<file path="config.mk">
export PLATFORM = sky130hd
export DESIGN_NAME = bounded_deque_with_search_core
export DESIGN_NICKNAME = d
export VERILOG_FILES = /design/src/rtl/bdqs_pkg.sv /design/src/rtl/bdqs_cell.sv /design/src/rtl/bounded_deque_with_search_core.sv
export SDC_FILE = /design/constraint.sdc
export NUM_CORES = 1
export LEC_CHECK = 0
export ABC_AREA = 1
export ABC_CLOCK_PERIOD_IN_PS = 4400
export BUFFER_PORTS_ARGS = -buffer_cell sky130_fd_sc_hd__buf_2
export CAP_MARGIN = 10
export CORE_UTILIZATION = 45
export CTS_BUF_LIST = sky130_fd_sc_hd__clkbuf_2
export DETAILED_ROUTE_END_ITERATION = 6
export PLACE_DENSITY_LB_ADDON = 0.3
export SLEW_MARGIN = 5
export SYNTH_ARGS = -nofsm -noshare
export SYNTH_HDL_FRONTEND = slang
export SYNTH_SLANG_ARGS = --single-unit
</file>
<file path="constraint.sdc">
create_clock -name clk -period 4.4 [get_ports clk]
set_input_delay 1.1 -clock clk [delete_from_list [all_inputs] [get_ports clk]]
set_output_delay 1.1 -clock clk [all_outputs]
set_load 0.005 [all_outputs]
</file>
<file path="src/rtl/bdqs_pkg.sv">
`timescale 1ns / 1ps

package bdqs_pkg;

    // Default number of entries the queue can hold.
    localparam int CAPACITY_DEF = 16;

    // Widths of the request and result fields.
    localparam int DATA_W   = 32;
    localparam int CMD_W    = 3;
    localparam int STATUS_W = 2;
    localparam int COUNT_W  = 5;

    // Command codes.
    localparam logic [CMD_W-1:0] CMD_PUSH_FRONT = 3'd0;
    localparam logic [CMD_W-1:0] CMD_PUSH_BACK  = 3'd1;
    localparam logic [CMD_W-1:0] CMD_POP_FRONT  = 3'd2;
    localparam logic [CMD_W-1:0] CMD_POP_BACK   = 3'd3;
    localparam logic [CMD_W-1:0] CMD_SEARCH     = 3'd4;

    // Status codes.
    localparam logic [STATUS_W-1:0] ST_OK    = 2'd0;
    localparam logic [STATUS_W-1:0] ST_EMPTY = 2'd1;
    localparam logic [STATUS_W-1:0] ST_FULL  = 2'd2;

    // One request.
    typedef struct packed {
        logic [CMD_W-1:0]         command;
        logic signed [DATA_W-1:0] value;
    } req_t;

    // One result.
    typedef struct packed {
        logic [STATUS_W-1:0] status;
        logic                found;
        logic [COUNT_W-1:0]  count;
    } rsp_t;

    // Controls broadcast from the top level to every cell.
    typedef struct packed {
        logic              accept;
        logic              push_front;
        logic              pop_front;
        logic              search;
        logic [DATA_W-1:0] value;
    } ctrl_t;

endpackage

</file>
<file path="src/rtl/bdqs_cell.sv">
`timescale 1ns / 1ps

module bdqs_cell (
    input  logic                            clk,
    input  bdqs_pkg::ctrl_t                 ctrl,
    input  logic [bdqs_pkg::DATA_W-1:0]     front_data,
    input  logic [bdqs_pkg::DATA_W-1:0]     back_data,
    input  logic                            occupied,
    input  logic                            load_back,
    output logic [bdqs_pkg::DATA_W-1:0]     data,
    output logic                            match
);
    import bdqs_pkg::*;

    logic [DATA_W-1:0] data_reg;
    logic [DATA_W-1:0] data_next;
    logic              match_reg;
    logic              match_next;

    // A front push shifts every entry one cell toward the back, a front pop
    // shifts them one cell toward the front, and a back push writes only the
    // cell just past the last held entry.
    always_comb
    begin
        if (ctrl.push_front)
        begin
            data_next = front_data;
        end
        else if (ctrl.pop_front)
        begin
            data_next = back_data;
        end
        else if (load_back)
        begin
            data_next = ctrl.value;
        end
        else
        begin
            data_next = data_reg;
        end
    end

    // Compare the held entry against the search word.
    assign match_next = ctrl.search && occupied && (data_reg == ctrl.value);

    always_ff @(posedge clk)
    begin
        if (ctrl.accept)
        begin
            data_reg  <= data_next;
            match_reg <= match_next;
        end
    end

    assign data  = data_reg;
    assign match = match_reg;

endmodule

</file>
<file path="src/rtl/bounded_deque_with_search_core.sv">
`timescale 1ns / 1ps
// Pipeline: a request is held in the first stage, then in the output register.
// Throughput: one request per cycle while the result side does not stall;
// the cell row updates and compares every entry in the cycle of acceptance.
// Reset: asynchronous, active low; clears the entry count and both pipeline
// stages. Cell contents are not reset and are read only after being written.

module bounded_deque_with_search_core #(
    parameter int CAPACITY = bdqs_pkg::CAPACITY_DEF
) (
    input  logic            clk,
    input  logic            rst_n,
    input  logic            req_valid,
    output logic            req_stall,
    input  bdqs_pkg::req_t  req,
    output logic            rsp_valid,
    input  logic            rsp_stall,
    output bdqs_pkg::rsp_t  rsp
);
    import bdqs_pkg::*;

    localparam int CNT_W = $clog2(CAPACITY + 1);

    logic                req_accept;
    logic                s1_adv;
    logic                is_full;
    logic                is_empty;
    ctrl_t               ctrl;

    logic [CNT_W-1:0]    cnt_reg;
    logic [CNT_W-1:0]    cnt_next;
    logic [CNT_W+COUNT_W-1:0] cnt_wide;

    logic                s1_valid_reg;
    logic                s1_valid_next;
    logic [STATUS_W-1:0] s1_status_reg;
    logic [STATUS_W-1:0] s1_status_next;
    logic [COUNT_W-1:0]  s1_count_reg;

    logic                rsp_valid_reg;
    logic                rsp_valid_next;
    rsp_t                rsp_reg;

    logic [DATA_W-1:0]   cell_data [CAPACITY];
    logic [CAPACITY-1:0] match_vec;

    // Handshake: the first stage moves on when the output register is free.
    assign s1_adv     = s1_valid_reg && (!rsp_valid_reg || !rsp_stall);
    assign req_stall  = s1_valid_reg && !s1_adv;
    assign req_accept = req_valid && !req_stall;

    assign is_full  = (cnt_reg == CNT_W'(CAPACITY));
    assign is_empty = (cnt_reg == '0);

    // Decode the command into cell controls, next count and status.
    always_comb
    begin
        ctrl.accept     = req_accept;
        ctrl.push_front = 1'b0;
        ctrl.pop_front  = 1'b0;
        ctrl.search     = 1'b0;
        ctrl.value      = req.value;
        cnt_next        = cnt_reg;
        s1_status_next  = ST_OK;
        unique case (req.command)
            CMD_PUSH_FRONT:
            begin
                if (is_full)
                begin
                    s1_status_next = ST_FULL;
                end
                else
                begin
                    ctrl.push_front = req_accept;
                    cnt_next        = cnt_reg + 1'b1;
                end
            end
            CMD_PUSH_BACK:
            begin
                if (is_full)
                begin
                    s1_status_next = ST_FULL;
                end
                else
                begin
                    cnt_next = cnt_reg + 1'b1;
                end
            end
            CMD_POP_FRONT:
            begin
                if (is_empty)
                begin
                    s1_status_next = ST_EMPTY;
                end
                else
                begin
                    ctrl.pop_front = req_accept;
                    cnt_next       = cnt_reg - 1'b1;
                end
            end
            CMD_POP_BACK:
            begin
                if (is_empty)
                begin
                    s1_status_next = ST_EMPTY;
                end
                else
                begin
                    cnt_next = cnt_reg - 1'b1;
                end
            end
            CMD_SEARCH:
            begin
                ctrl.search = req_accept;
            end
            default:
            begin
            end
        endcase
    end

    // The row of cells; cell zero holds the front entry.
    for (genvar i = 0; i < CAPACITY; i++)
    begin : g_cell
        logic [DATA_W-1:0] front_data;
        logic [DATA_W-1:0] back_data;
        logic              occupied;
        logic              load_back;

        if (i == 0)
        begin : g_first
            assign front_data = req.value;
        end
        else
        begin : g_inner
            assign front_data = cell_data[i-1];
        end

        if (i == CAPACITY - 1)
        begin : g_last
            assign back_data = cell_data[i];
        end
        else
        begin : g_mid
            assign back_data = cell_data[i+1];
        end

        assign occupied  = (CNT_W'(i) < cnt_reg);
        assign load_back = req_accept && (req.command == CMD_PUSH_BACK) && !is_full
                           && (cnt_reg == CNT_W'(i));

        bdqs_cell u_cell (
            .clk        (clk),
            .ctrl       (ctrl),
            .front_data (front_data),
            .back_data  (back_data),
            .occupied   (occupied),
            .load_back  (load_back),
            .data       (cell_data[i]),
            .match      (match_vec[i])
        );
    end

    // The count field keeps the low bits of the entry count.
    assign cnt_wide = {{COUNT_W{1'b0}}, cnt_next};

    always_comb
    begin
        if (req_accept)
        begin
            s1_valid_next = 1'b1;
        end
        else if (s1_adv)
        begin
            s1_valid_next = 1'b0;
        end
        else
        begin
            s1_valid_next = s1_valid_reg;
        end
    end

    // Entry count and first-stage valid.
    always_ff @(posedge clk or negedge rst_n)
    begin
        if (!rst_n)
        begin
            cnt_reg      <= '0;
            s1_valid_reg <= 1'b0;
        end
        else
        begin
            s1_valid_reg <= s1_valid_next;
            if (req_accept)
            begin
                cnt_reg <= cnt_next;
            end
        end
    end

    // First-stage result fields.
    always_ff @(posedge clk)
    begin
        if (req_accept)
        begin
            s1_status_reg <= s1_status_next;
            s1_count_reg  <= cnt_wide[COUNT_W-1:0];
        end
    end

    // Output register: the match bits of all cells are merged here.
    always_comb
    begin
        if (s1_adv)
        begin
            rsp_valid_next = 1'b1;
        end
        else if (rsp_stall)
        begin
            rsp_valid_next = rsp_valid_reg;
        end
        else
        begin
            rsp_valid_next = 1'b0;
        end
    end

    always_ff @(posedge clk or negedge rst_n)
    begin
        if (!rst_n)
        begin
            rsp_valid_reg <= 1'b0;
        end
        else
        begin
            rsp_valid_reg <= rsp_valid_next;
        end
    end

    always_ff @(posedge clk)
    begin
        if (s1_adv)
        begin
            rsp_reg.status <= s1_status_reg;
            rsp_reg.found  <= |match_vec;
            rsp_reg.count  <= s1_count_reg;
        end
    end

    assign rsp_valid = rsp_valid_reg;
    assign rsp       = rsp_reg;

endmodule
</file>
## After elaboration in Yosys (flattened, before gate mapping)

Index checks and enable logic that the tools add are counted.

| storage, ports and cells | value |
|---|---|
| memory bits (read-only) | 0 |
| bits in registers | 550 |
| bits in writable memories | 0 |
| memories | 0 |
| bits in latches | 0 |
| input bits | 39 |
| output and inout port bits | 10 |
| logic and storage cells | 256 |

| operators by class | value |
|---|---|
| $lt $le $gt $ge | 16 |
| mux-type cells | 63 |
| shift-type cells | 0 |
| multiply operators | 0 |
| equal/unequal tests | 38 |
| add/subtract/negate cells | 2 |
| bitwise operators | 0 |
| div/mod/pow operators | 0 |
| reduce and logical (&&, ||, !) cells | 97 |

Operator list:

| cell | count |
|---|---|
| two-way mux 32 bit | 48 |
| equality test 32 bit | 16 |
| logical AND 1 bit | 53 |
| nonzero test 3 bit | 15 |
| equality test 5 x 4 -> 1 bit (second input constant) | 8 |
| < comparator 4 x 5 -> 1 bit (first input constant) | 8 |
| AND reduction 2 bit | 15 |
| equality test 5 x 3 -> 1 bit (second input constant) | 4 |
| < comparator 3 x 5 -> 1 bit (first input constant) | 4 |
| OR reduction 16 bit | 1 |
| equality test 5 x 2 -> 1 bit (second input constant) | 2 |
| < comparator 1 x 5 -> 1 bit (first input constant) | 2 |
| < comparator 2 x 5 -> 1 bit (first input constant) | 2 |
| two-way mux 1 bit | 10 |
| two-way mux 5 bit | 2 |
| one-hot mux 5 bit (2 select lines) | 1 |
| equality test 3 x 2 -> 1 bit (second input constant) | 2 |
| adder 5 x 1 -> 5 bit (second input constant) | 1 |
| equality test 5 x 1 -> 1 bit (second input constant) | 1 |
| equality test 5 bit (second input constant) | 1 |
| logical NOT 1 bit | 5 |
| logical NOT 5 bit | 1 |
| subtractor 5 x 1 -> 5 bit (second input constant) | 1 |
| inequality test 2 x 1 -> 1 bit (second input constant) | 2 |
| other kinds (9) | 11 |

## Logic depth before layout (Yosys ltp)

| logic depth | value |
|---|---|
| depth in word-level cells | 13 |
| gate-level depth with buffers | 13 |
| gate-level depth less buffers | 10 |

## Modules after synthesis

From an unflattened synthesis, not the netlist that was laid out.

| second synthesis, totals | value |
|---|---|
| cell total of the unflattened synthesis | 5283 |
| area total of the unflattened synthesis | 37220.7 um^2 |

Modules (own cells, without submodules):

| module | cells each | instances | seq. area each (um^2) | area each (um^2) |
|---|---|---|---|---|
| bdqs_cell | 318 | 16 | 991.0 | 2238.4 |
| bounded_deque_with_search_core | 195 | 1 | 625.6 | 1406.3 |

## Worst setup path after synthesis

No wires, ideal clock.

| path | value |
|---|---|
| kind | input port to flip-flop |
| from | input port rsp_stall |
| to | register g_cell[13].u_cell.data_reg[0], enable pin |
| buffers on the path | 0 |
| arrival | 4.316 ns |
| slack | -0.382 ns |
| stages on the path | 7 |
| setup time | 0.466 ns |
| required time | 3.934 ns |
| cells stage by stage | nand2_1 > inv_2 > nand2_2 > nand2_2 > nor3_1 > nand2_1 > o21ai_0 |

| between the ends | value |
|---|---|
| cells in the longest elaborated chain, start to end | 12 |
| elaborated cells between the ends (all ways) | 16 |
| those cells by class | 4 x mux; 12 x reduce/logical |

RTL lines:

| what | RTL line | source |
|---|---|---|
| start: declaration | bounded_deque_with_search_core.sv:17 | `input logic rsp_stall,` |
| logical NOT 1 bit (*) | bounded_deque_with_search_core.sv:48 | `assign s1_adv = s1_valid_reg && (!rsp_valid_reg \|\| !rsp_stall);` |
| logical OR 1 bit (*) | bounded_deque_with_search_core.sv:48 |  |
| logical AND 1 bit (*) | bounded_deque_with_search_core.sv:48 |  |
| logical NOT 1 bit (*) | bounded_deque_with_search_core.sv:49 | `assign req_stall = s1_valid_reg && !s1_adv;` |
| logical AND 1 bit (*) | bounded_deque_with_search_core.sv:49 |  |
| logical NOT 1 bit (*) | bounded_deque_with_search_core.sv:50 | `assign req_accept = req_valid && !req_stall;` |
| logical AND 1 bit (*) | bounded_deque_with_search_core.sv:50 |  |
| logical AND 1 bit (2 in series) | bounded_deque_with_search_core.sv:149 | `assign load_back = req_accept && (req.command == CMD_PUSH_BACK) && !is_full` |
| logical AND 1 bit | bounded_deque_with_search_core.sv:150 | `&& (cnt_reg == CNT_W'(i));` |
| nonzero test 3 bit (no source line) | n/a |  |
| AND reduction 2 bit (no source line) (*) | n/a |  |
| end signal: assignment | bdqs_cell.sv:50 | `data_reg <= data_next;` |
| end: declaration | bdqs_cell.sv:15 | `logic [DATA_W-1:0] data_reg;` |

Mark *: on every way between the ends. The rest lies on a longest branch, timed or not.
A chain may end at the register's enable or synchronous reset.

## Worst setup path after layout

| path | value |
|---|---|
| from | register cnt_reg[0] |
| to | register g_cell[0].u_cell.data_reg[7], data pin |

| between the ends | value |
|---|---|
| cells in the longest elaborated chain, start to end | 5 |
| elaborated cells between the ends (all ways) | 8 |
| those cells by class | 1 x eq/ne; 6 x mux; 1 x reduce/logical |

RTL lines:

| what | RTL line | source |
|---|---|---|
| start: declaration | bounded_deque_with_search_core.sv:30 | `logic [CNT_W-1:0] cnt_reg;` |
| start signal: assignment | bounded_deque_with_search_core.sv:196 | `cnt_reg <= cnt_next;` |
| logical NOT 5 bit | bounded_deque_with_search_core.sv:53 | `assign is_empty = (cnt_reg == '0);` |
| two-way mux 1 bit | bounded_deque_with_search_core.sv:91 | `if (is_empty)` |
| two-way mux 1 bit | bounded_deque_with_search_core.sv:65 | `unique case (req.command)` |
| two-way mux 32 bit | bdqs_cell.sv:29 | `else if (ctrl.pop_front)` |
| two-way mux 32 bit (*) | bdqs_cell.sv:25 | `if (ctrl.push_front)` |
| named net g_cell[0].u_cell.data_next[7] | bdqs_cell.sv:16 | `logic [DATA_W-1:0] data_next;` |
| end signal: assignment | bdqs_cell.sv:50 |  |
| end: declaration | bdqs_cell.sv:15 |  |

Mark *: on every way through the listed nets, which the timed path passes. The rest lies on a longest branch.

==> flow_summary.json <==
{
  "status": "finished clean",
  "synth_area_leader_cell": "edfxtp_1",
  "grt_use_total_pct": 35.3,
  "yosys_warnings": 0,
  "period_share_pct": 79.3,
  "critical-path-top-delay-family": "buffers and inverters",
  "use_met3_pct": 8.04,
  "die_y_um": 266,
  "dieArea_um2": 70900,
  "largest_reg_flops": 512,
  "yosysSeqAreaShare_pct": 52.4,
  "grt-ovfl-total": 0,
  "ant_nets": 0,
  "rsz0062_at_grt": "no",
  "cp.arrival_ps": 4500,
  "synth_common_cells": "nand2_1 (1417), edfxtp_1 (543), nand3_1 (512)",
  "slew-limit-headroom_pct": 14.3,
  "ir_worst_vdd_uv": 217,
  "synth_adder_area_share_pct": 0.199,
  "leakage_nw": 12.2,
  "max_stage_delay_ps": 580,
  "fmax_mhz": 287,
  "vias": 27300,
  "final_core_utilization_pct": 49.3,
  "viasPerCell": 5.75,
  "start_util_pct": 45.7,
  "syn_to_final_growth_pct": 7.88,
  "drc_errors": 0,
  "cts_tree": "done",
  "postSynthCellCount": 3666,
  "layout-drive-gt1-share_pct": 11.1,
  "cts_buffer_depth": 3,
  "tightest_slew_ps": 1290,
  "finalSetupViolCount": 0,
  "worstPathRequired_ps": 5410,
  "synth_compound_area_share_pct": 2.41,
  "htreeDepth": 4,
  "nNetsFinal": 3751,
  "post_drt_wl_per_cell_um": 26.3,
  "hold_viol": 0,
  "grt_pass1_wl_um": 177000,
  "numPortBuffers": 48,
  "synth.distinct_cells": 30,
  "tns_ps": 0,
  "initialDrtViolationCount": 4443,
  "placed_cells": 4479,
  "coreArea_um2": 68800,
  "synth_async_sr_flop_share_pct": 1.27,
  "syn_nets": 3710,
  "routabilityCongestion": 1.08,
  "max-cap-violations": 0,
  "pin_count": 49,
  "die_x_um": 266,
  "cp_cell_sequence": "inv_1 > ha_1 > nand3_1 > nand2_2 > nor2_4 > buf_4 > buf_12 > o21ai_0",
  "skew_ps": 92.5,
  "whs_ps": 226,
  "layoutNonFillerInstCount": 4752,
  "start_kind": "flip-flop",
  "syn_area_um2": 31400,
  "clk_pin_slew_ps": 110,
  "antenna_found_initial": 9,
  "power_mw": 13.3,
  "dpl.hpwl_um": 88500,
  "yosys-top-cells-area": "edfxtp_1 (52%), nand2_1 (17%), xnor2_1 (8.7%), nand3_1 (8.2%), nor2_1 (2.5%)",
  "maxSlewViolCount": 0,
  "core.rowCount": 96,
  "synthFlopType": "edfxtp_1",
  "clock-sinks": 550,
  "cp_max_fo": 199,
  "worstHoldPathType": "primary input to flip-flop",
  "power_density_nw_per_um2": 392,
  "cts_root_buffer": "clkbuf_2",
  "synth_seq_cells": 550,
  "synth_edf_count": 543,
  "synth_top_area_share_pct": 51.9,
  "firstDrtPassIters": 7,
  "use_met1_pct": 48.4,
  "synthSimpleGateAreaFrac_pct": 29.5,
  "worst-path-buf-inv": 3,
  "grt_pass1_vias": 25000,
  "grt_max_degree": 202,
  "crit_slowest_cell": "dfrtp_1",
  "yosysMostFrequentCell": "nand2_1",
  "synth_top_family_by_area": "simple AND/OR/NAND/NOR gates",
  "postCtsSetupBuffers": 0,
  "synth_xor_area_share_pct": 10.5,
  "gr-usage-met2_pct": 50.5,
  "grt.busiest_layer": "met2",
  "avgSynthCellArea_um2": 8.57,
  "synth_mux_area_share_pct": 0,
  "numCtsBuffers": 153,
  "clkLatencyLatePin_ps": 1380,
  "critical_path_class": "flip-flop to flip-flop",
  "final.min_clock_period_ps": 3490,
  "drt-total-wl_um": 125000,
  "setup.worst_path.end_class": "flip-flop"
}
## layout make-up
type	count	area [um2]
antenna	5	12.5
clock inverter	29	203
timing repair buffer	111	861
fill	6754	34900
multi-input combinational	2765	13500
tap	931	1160
clock buffer	235	1180
sequential	550	16500
inverter	126	473
## cell usage in the layout, fill, tap and decap left out, types with 66 or more instances in the layout
master,count
nor2_1,212
edfxtp_1,543
xnor2_1,311
inv_1,120
nand2_1,1413
nand3_1,512
o21ai_0,124
clkbuf_2,235
xor2_1,66
## per-layer routing
metal  routed length (um)  part of all wire (%)  vias up
met1                49400                    39    13000
met4                 8200                   6.6        4
met3                14500                    12      312
met2                52900                    42     1822
met5                   18                 0.014        -
li1                     -                     -    12200
## tightest hold or removal path, delay by kind of cell
kind | cells | cell delay [ps]
buffers and inverters | 1 | 150
and+or+nand+nor | 2 | 200
## power by group
| part | switching (mW) | leakage [nW] | total, mW | internal [mW] |
|---|---|---|---|---|
| clock | 2.35 | 1.06 | 3.89 | 1.53 |
| sequential | 0.426 | 5.07 | 6.76 | 6.33 |
| combinational | 1.92 | 6.06 | 2.65 | 0.725 |
| total | 4.70 | 12.2 | 13.3 | 8.59 |
## final timing paths
path / startpoint / depth (start not counted) / to / slack (ps)
max: cnt_reg[0]$_DFFE_PN0P_ / 8 / g_cell[0].u_cell.data[7]$_DFFE_PP_ / 910
min: req[34] / 3 / s1_count_reg[3]$_DFFE_PP_ / 230
max reg2reg: cnt_reg[0]$_DFFE_PN0P_ / 8 / g_cell[0].u_cell.data[7]$_DFFE_PP_ / 910
min reg2reg: s1_count_reg[0]$_DFFE_PP_ / 0 / rsp[0]$_DFFE_PP_ / 430
max in group asynchronous: rst_n / 3 / cnt_reg[4]$_DFFE_PN0P_ / 3400
min in group asynchronous: rst_n / 3 / s1_valid_reg$_DFFE_PN0P_ / 710
## through the flow
| stage | instance area, um2 | worst slack [ps] |
|---|---|---|
| after floorplan | 31400 | -382 |
| after global placement | 32500 | 783 |
| after detailed placement | 32500 | 781 |
| after CTS | 33900 | 832 |
| final | 33900 | 911 |
| after global routing | 33900 | 841 |
## timing repair
action	CTS	global route
hold buffers	4	0
resized for setup	0	0
hold endpoints to repair	9	0
## logic make-up (layout without fill, tap and decap cells)
group / count (synthesis) / after routing
buffers and inverters: 351 / 501
other: 0 / 5
AO/OA/AOI/OAI: 148 / 148
XOR/XNOR: 377 / 377
AND/OR/NAND/NOR: 2235 / 2235
adder cells (fa/ha/maj): 5 / 5
flip-flops: 550 / 550
(Power assumes the default switching activity.)
